===== src/rtl/pcbp_pkg.sv =====
// ----------------------------------------------------------------------------
// pcbp_pkg - shared types and constants of the prefix code bit packer
// Field widths, command codes and the op descriptor passed front to back.
// ----------------------------------------------------------------------------
package pcbp_pkg;

    localparam int CMD_W     = 2;
    localparam int SYM_W     = 8;
    localparam int CODE_IN_W = 64;
    localparam int LEN_W     = 7;
    localparam int BYTE_W    = 8;
    localparam int CNT_W     = 3;

    // op queue between front and back
    localparam int Q_DEPTH = 4;
    localparam int Q_AW    = 2;

    localparam logic [CMD_W-1:0] CMD_LOAD   = 2'd0;
    localparam logic [CMD_W-1:0] CMD_ENCODE = 2'd1;
    localparam logic [CMD_W-1:0] CMD_FLUSH  = 2'd2;

    localparam logic [BYTE_W-1:0] BYTE_MASK = 8'hFF;

    typedef struct packed {
        logic             is_flush;
        logic [LEN_W-1:0] len;
    } t_op_ctl;

endpackage


===== src/rtl/pcbp_queue.sv =====
// ----------------------------------------------------------------------------
// pcbp_queue - op queue
// Small FIFO decoupling table lookup from bit packing.
// ----------------------------------------------------------------------------
module pcbp_queue
    import pcbp_pkg::*;
#(
    parameter int CODE_W = 64
) (
    input  logic              i_clk,
    input  logic              i_rst_n,
    input  logic              i_push,
    input  t_op_ctl           i_ctl,
    input  logic [CODE_W-1:0] i_code,
    output logic              o_full,
    input  logic              i_pop,
    output logic              o_vld,
    output t_op_ctl           o_ctl,
    output logic [CODE_W-1:0] o_code
);

    t_op_ctl           r_ctl  [Q_DEPTH];
    logic [CODE_W-1:0] r_code [Q_DEPTH];
    logic [Q_AW-1:0]   r_wp;
    logic [Q_AW-1:0]   r_rp;
    logic [Q_AW:0]     r_cnt;
    logic [Q_AW:0]     n_cnt;

    assign o_full = r_cnt == (Q_AW+1)'(Q_DEPTH);
    assign o_vld  = r_cnt != '0;
    assign o_ctl  = r_ctl[r_rp];
    assign o_code = r_code[r_rp];

    always_ff @(posedge i_clk) begin
        if (i_push) begin
            r_ctl[r_wp]  <= i_ctl;
            r_code[r_wp] <= i_code;
        end
    end

    always_comb begin
        n_cnt = r_cnt;
        if (i_push && !i_pop) begin
            n_cnt = r_cnt + 1'b1;
        end else if (i_pop && !i_push) begin
            n_cnt = r_cnt - 1'b1;
        end
    end

    always_ff @(posedge i_clk) begin
        if (!i_rst_n) begin
            r_wp  <= '0;
            r_rp  <= '0;
            r_cnt <= '0;
        end else begin
            if (i_push) begin
                r_wp <= r_wp + 1'b1;
            end
            if (i_pop) begin
                r_rp <= r_rp + 1'b1;
            end
            r_cnt <= n_cnt;
        end
    end

endmodule


===== config.mk =====
export PLATFORM = sky130hd
export DESIGN_NAME = pcbp_queue
export DESIGN_NICKNAME = d
export VERILOG_FILES = /design/src/rtl/pcbp_pkg.sv /design/src/rtl/pcbp_queue.sv
export SDC_FILE = /design/constraint.sdc
export NUM_CORES = 1
export LEC_CHECK = 0
export ABC_AREA = 1
export BUFFER_PORTS_ARGS = -buffer_cell sky130_fd_sc_hd__buf_2
export CAP_MARGIN = 20
export CORE_MARGIN = 5
export CORE_UTILIZATION = 45
export CTS_CLUSTER_SIZE = 10
export DETAILED_ROUTE_END_ITERATION = 8
export PLACE_DENSITY = 0.75
export SLEW_MARGIN = 20
export SYNTH_ARGS = -nofsm -noshare
export SYNTH_HDL_FRONTEND = slang
export SYNTH_SLANG_ARGS = --single-unit

===== constraint.sdc =====
create_clock -name i_clk -period 3.05 [get_ports i_clk]
set_input_delay 0.1525 -clock i_clk [delete_from_list [all_inputs] [get_ports i_clk]]
set_output_delay 0.1525 -clock i_clk [all_outputs]
set_load 0.005 [all_outputs]

==> results.json <==
{
  "routed_via_density": 5.22,
  "flip_flop_and_latch_count_after_synthesis": 297,
  "gp_routability_congestion": 0.711,
  "hold_viol_final": 0,
  "totalNegativeSetupSlack_ns": 0,
  "kind_of_end_point_of_the_critical_path": "output port",
  "final.hold.worst_slack_ns": 0.404,
  "numClockSinks": 297,
  "die_y_um": 170,
  "tightestPinTransition_ns": 0.748,
  "critPathKind": "flop to output port",
  "clock_insertion_delay_worst_skew_ns": 0.50,
  "netSwitchingFraction": 0.221,
  "std_cell_rows": 58,
  "cts_made_buffers": 36,
  "critical_path.max_fanout": 42,
  "placement.io_buffers": 149,
  "maxCapViolations": 0,
  "setup_viol": 0,
  "clk_path_buf_depth": 3,
  "first_iter_violations": 622,
  "grt_overflow_total": 0,
  "combPwrFrac": 0.099,
  "grt_pass1_vias": 6963,
  "drt-total-wl_um": 24600,
  "hpwlAfterDp_um": 14300,
  "die-area_mm2": 0.0290,
  "drive_above_1_share": 0.311,
  "i_o_pin_count": 150,
  "synth_top_flop_cell": "sky130_fd_sc_hd__edfxtp_1",
  "seq_power_share": 0.509,
  "fmaxAchievable_ghz": 0.400,
  "antenna_found_initial": 4,
  "route.detailed.wl_per_inst_um": 18.4,
  "syn_nets": 837,
  "critPathMaxStageDelay_ns": 0.70,
  "share_of_synthesized_area_occupied_by_flip_flops_and_latches": 0.765,
  "cp_num_buf_inv": 2,
  "clock-root-buffer": "sky130_fd_sc_hd__clkbuf_16",
  "ys.warnings.count": 0,
  "final_antenna_net_count": 0,
  "core-area_mm2": 0.0253,
  "drc_errors": 0,
  "timing.critical_path.cells": "buf_4 -> o21ai_0 -> o22ai_1 -> buf_2",
  "chipWidth_um": 170,
  "average_cell_area_after_synthesis_um2": 15.3,
  "max-slew-margin-rel": 0.501,
  "maxSlewViolCount": 0,
  "grt_start_max_net_pins": 145,
  "fin_crit_sh": 0.820,
  "detailroute.via_count": 6944,
  "total_power_w": 0.00926,
  "standard_cell_with_the_maximum_stage_delay_on_the_critical_path": "sky130_fd_sc_hd__dfxtp_2",
  "final.setup_skew_ns": 0.0118,
  "p_sw_w": 0.00204,
  "first_pass_grt_wire_length_um": 38100,
  "cell_internal_pwr_w": 0.00722,
  "worstPathArrival_ns": 2.35,
  "critPathTopFamily": "flip-flops",
  "power_leakage_nw": 5.04,
  "grt_setup_unrepaired": "no",
  "synth-async-reset-ratio": 0,
  "syn-cell-area_mm2": 0.0115,
  "nNetsFinal": 1066,
  "tritoncts_clock_tree": "built",
  "num-fill-cells": 1932,
  "postSynthCellCount": 755,
  "worst_setup_hold_path_clk_slew_ns": 0.05,
  "synthToLayoutAreaGrowth_pct": 24.4,
  "cellPowerDensity_mw_per_mm2": 645,
  "run_status": "completed",
  "p_clk_frac": 0.392,
  "crit_path_start_kind": "flop",
  "globalRouteTotalUtil": 0.166,
  "initial_utilization": 0.457,
  "layout_min_cycle_time_ns": 2.50,
  "cts_htree_levels": 2,
  "max-vdd-ir-drop_mv": 0.368,
  "number_of_synthesized_flops_with_an_enable_pin": 288,
  "dr.pass1.iters": 5,
  "hold_class": "input port to flop",
  "timing.critical_path.required_ns": 2.90,
  "cts-resized-gates": 0,
  "yosysUniqueCellTypes": 24
}
-- worst register-to-register path, delay by kind of cell, from the launching register on --
family                   cells  cell delay, ns
AND/OR/NAND/NOR              1            0.08
adder cells (fa/ha/maj)      1            0.19
flip-flops                   1            0.36
buffers and inverters        3            1.12
-- logic make-up after synthesis --
family	count (synthesis)	share of synthesized area
DFF	297	0.765
AOI/OAI and AO/OA	228	0.134
and+or+nand+nor	161	0.0636
buffers and inverters	63	0.0306
adders and majority gates	6	0.00715
-- worst paths after layout --
path,startpoint,depth (start not counted),slack (ns),to
hold / removal,i_code[48],2,0.40,r_code[0][48]$_DFFE_PP_
setup / recovery,flop,4,0.55,o_code[1]
hold reg to reg,r_rp[0]$_SDFFE_PN0P_,1,0.48,r_rp[0]$_SDFFE_PN0P_
setup reg to reg,r_wp[0]$_SDFFE_PN0P_,5,0.98,r_code[2][55]$_DFFE_PP_
-- power by group through the flow --
stage / clock, W / combinational, W / sequential, W
after floorplan: 0 / 0.000484 / 0.00479
after global placement: 0 / 0.000828 / 0.00479
after detailed placement: 0 / 0.000847 / 0.00480
after CTS: 0.00370 / 0.000930 / 0.00472
after global routing: 0.00389 / 0.00101 / 0.00473
final: 0.00363 / 0.000914 / 0.00472
-- what timing repair did --
item	in CTS	in global routing
buffers inserted	0	0
hold endpoints to repair	297	0
hold buffers	76	0
-- cells in the mapped netlist (5+ instances only) --
library cell / count / area (um2)
sky130_fd_sc_hd__edfxtp_1: 288 / 8650
sky130_fd_sc_hd__ha_1: 5 / 62.6
sky130_fd_sc_hd__o21ai_1: 10 / 50.1
sky130_fd_sc_hd__o21ai_0: 140 / 701
sky130_fd_sc_hd__inv_1: 15 / 56.3
sky130_fd_sc_hd__o22ai_1: 22 / 138
sky130_fd_sc_hd__a21oi_1: 6 / 30.0
sky130_fd_sc_hd__clkbuf_2: 6 / 30.0
sky130_fd_sc_hd__o22ai_2: 50 / 626
sky130_fd_sc_hd__nor2_2: 50 / 313
sky130_fd_sc_hd__buf_2: 17 / 85.1
sky130_fd_sc_hd__nor2_1: 98 / 368
sky130_fd_sc_hd__dfxtp_1: 9 / 180
sky130_fd_sc_hd__buf_6: 8 / 90.1
sky130_fd_sc_hd__nand2_1: 10 / 37.5
sky130_fd_sc_hd__clkbuf_1: 13 / 48.8
-- state kept, by name, indices dropped and copies added, names as in the netlist, named ones only --
register and count:
r_cnt 3, r_ctl 32, r_rp 2, r_wp 2
r_code 256
-- placed cells by master (no fill, tap or decap), types with 7 or more instances in the layout --
cell type,instances
sky130_fd_sc_hd__buf_2,149
sky130_fd_sc_hd__clkbuf_1,8
sky130_fd_sc_hd__clkbuf_16,37
sky130_fd_sc_hd__dfxtp_1,7
sky130_fd_sc_hd__dlygate4sd3_1,76
sky130_fd_sc_hd__edfxtp_1,288
sky130_fd_sc_hd__inv_1,11
sky130_fd_sc_hd__nand2_1,10
sky130_fd_sc_hd__nor2_1,98
sky130_fd_sc_hd__nor2_2,50
sky130_fd_sc_hd__o21ai_0,140
sky130_fd_sc_hd__o21ai_1,10
sky130_fd_sc_hd__o22ai_1,22
sky130_fd_sc_hd__o22ai_2,50
-- stage by stage --
stage | cell area [um2] | setup WS [ns] | util | instances
6_report | 14400 | 0.549 | 0.569 | 1331
5_1_grt | 14400 | 0.400 | 0.569 | 1331
4_1_cts | 14300 | 0.500 | 0.568 | 1327
3_5_place_dp | 12600 | 0.972 | 0.499 | 1200
3_3_place_gp | 12600 | 0.997 | 0.499 | 1200
2_1_floorplan | 11500 | 0.639 | - | 755
-- per-layer routing --
| layer | wire [um] | share of wire | vias to the layer above | GRT usage |
|---|---|---|---|---|
| li1 | - | - | 3299 | - |
| met1 | 11000 | 0.45 | 3387 | 0.236 |
| met2 | 11300 | 0.46 | 226 | 0.260 |
| met3 | 1830 | 0.075 | 32 | 0.0432 |
| met4 | 353 | 0.014 | 0 | 0.0410 |
| met5 | 0 | 0 | - | 0 |
-- final cells by class --
class                   count  area, um2  share of cell area
flip-flops and latches    297       8830               0.615
multi-input cells         395       2360               0.164
repair buffers            237       1670               0.116
clock buffers              45        956              0.0666
well taps                 330        413              0.0288
inverters                  17       76.3             0.00532
clock inverters             6       37.5             0.00261
diodes                      4       10.0            0.000697
Note: power is estimated with default switching activity, not from simulation.
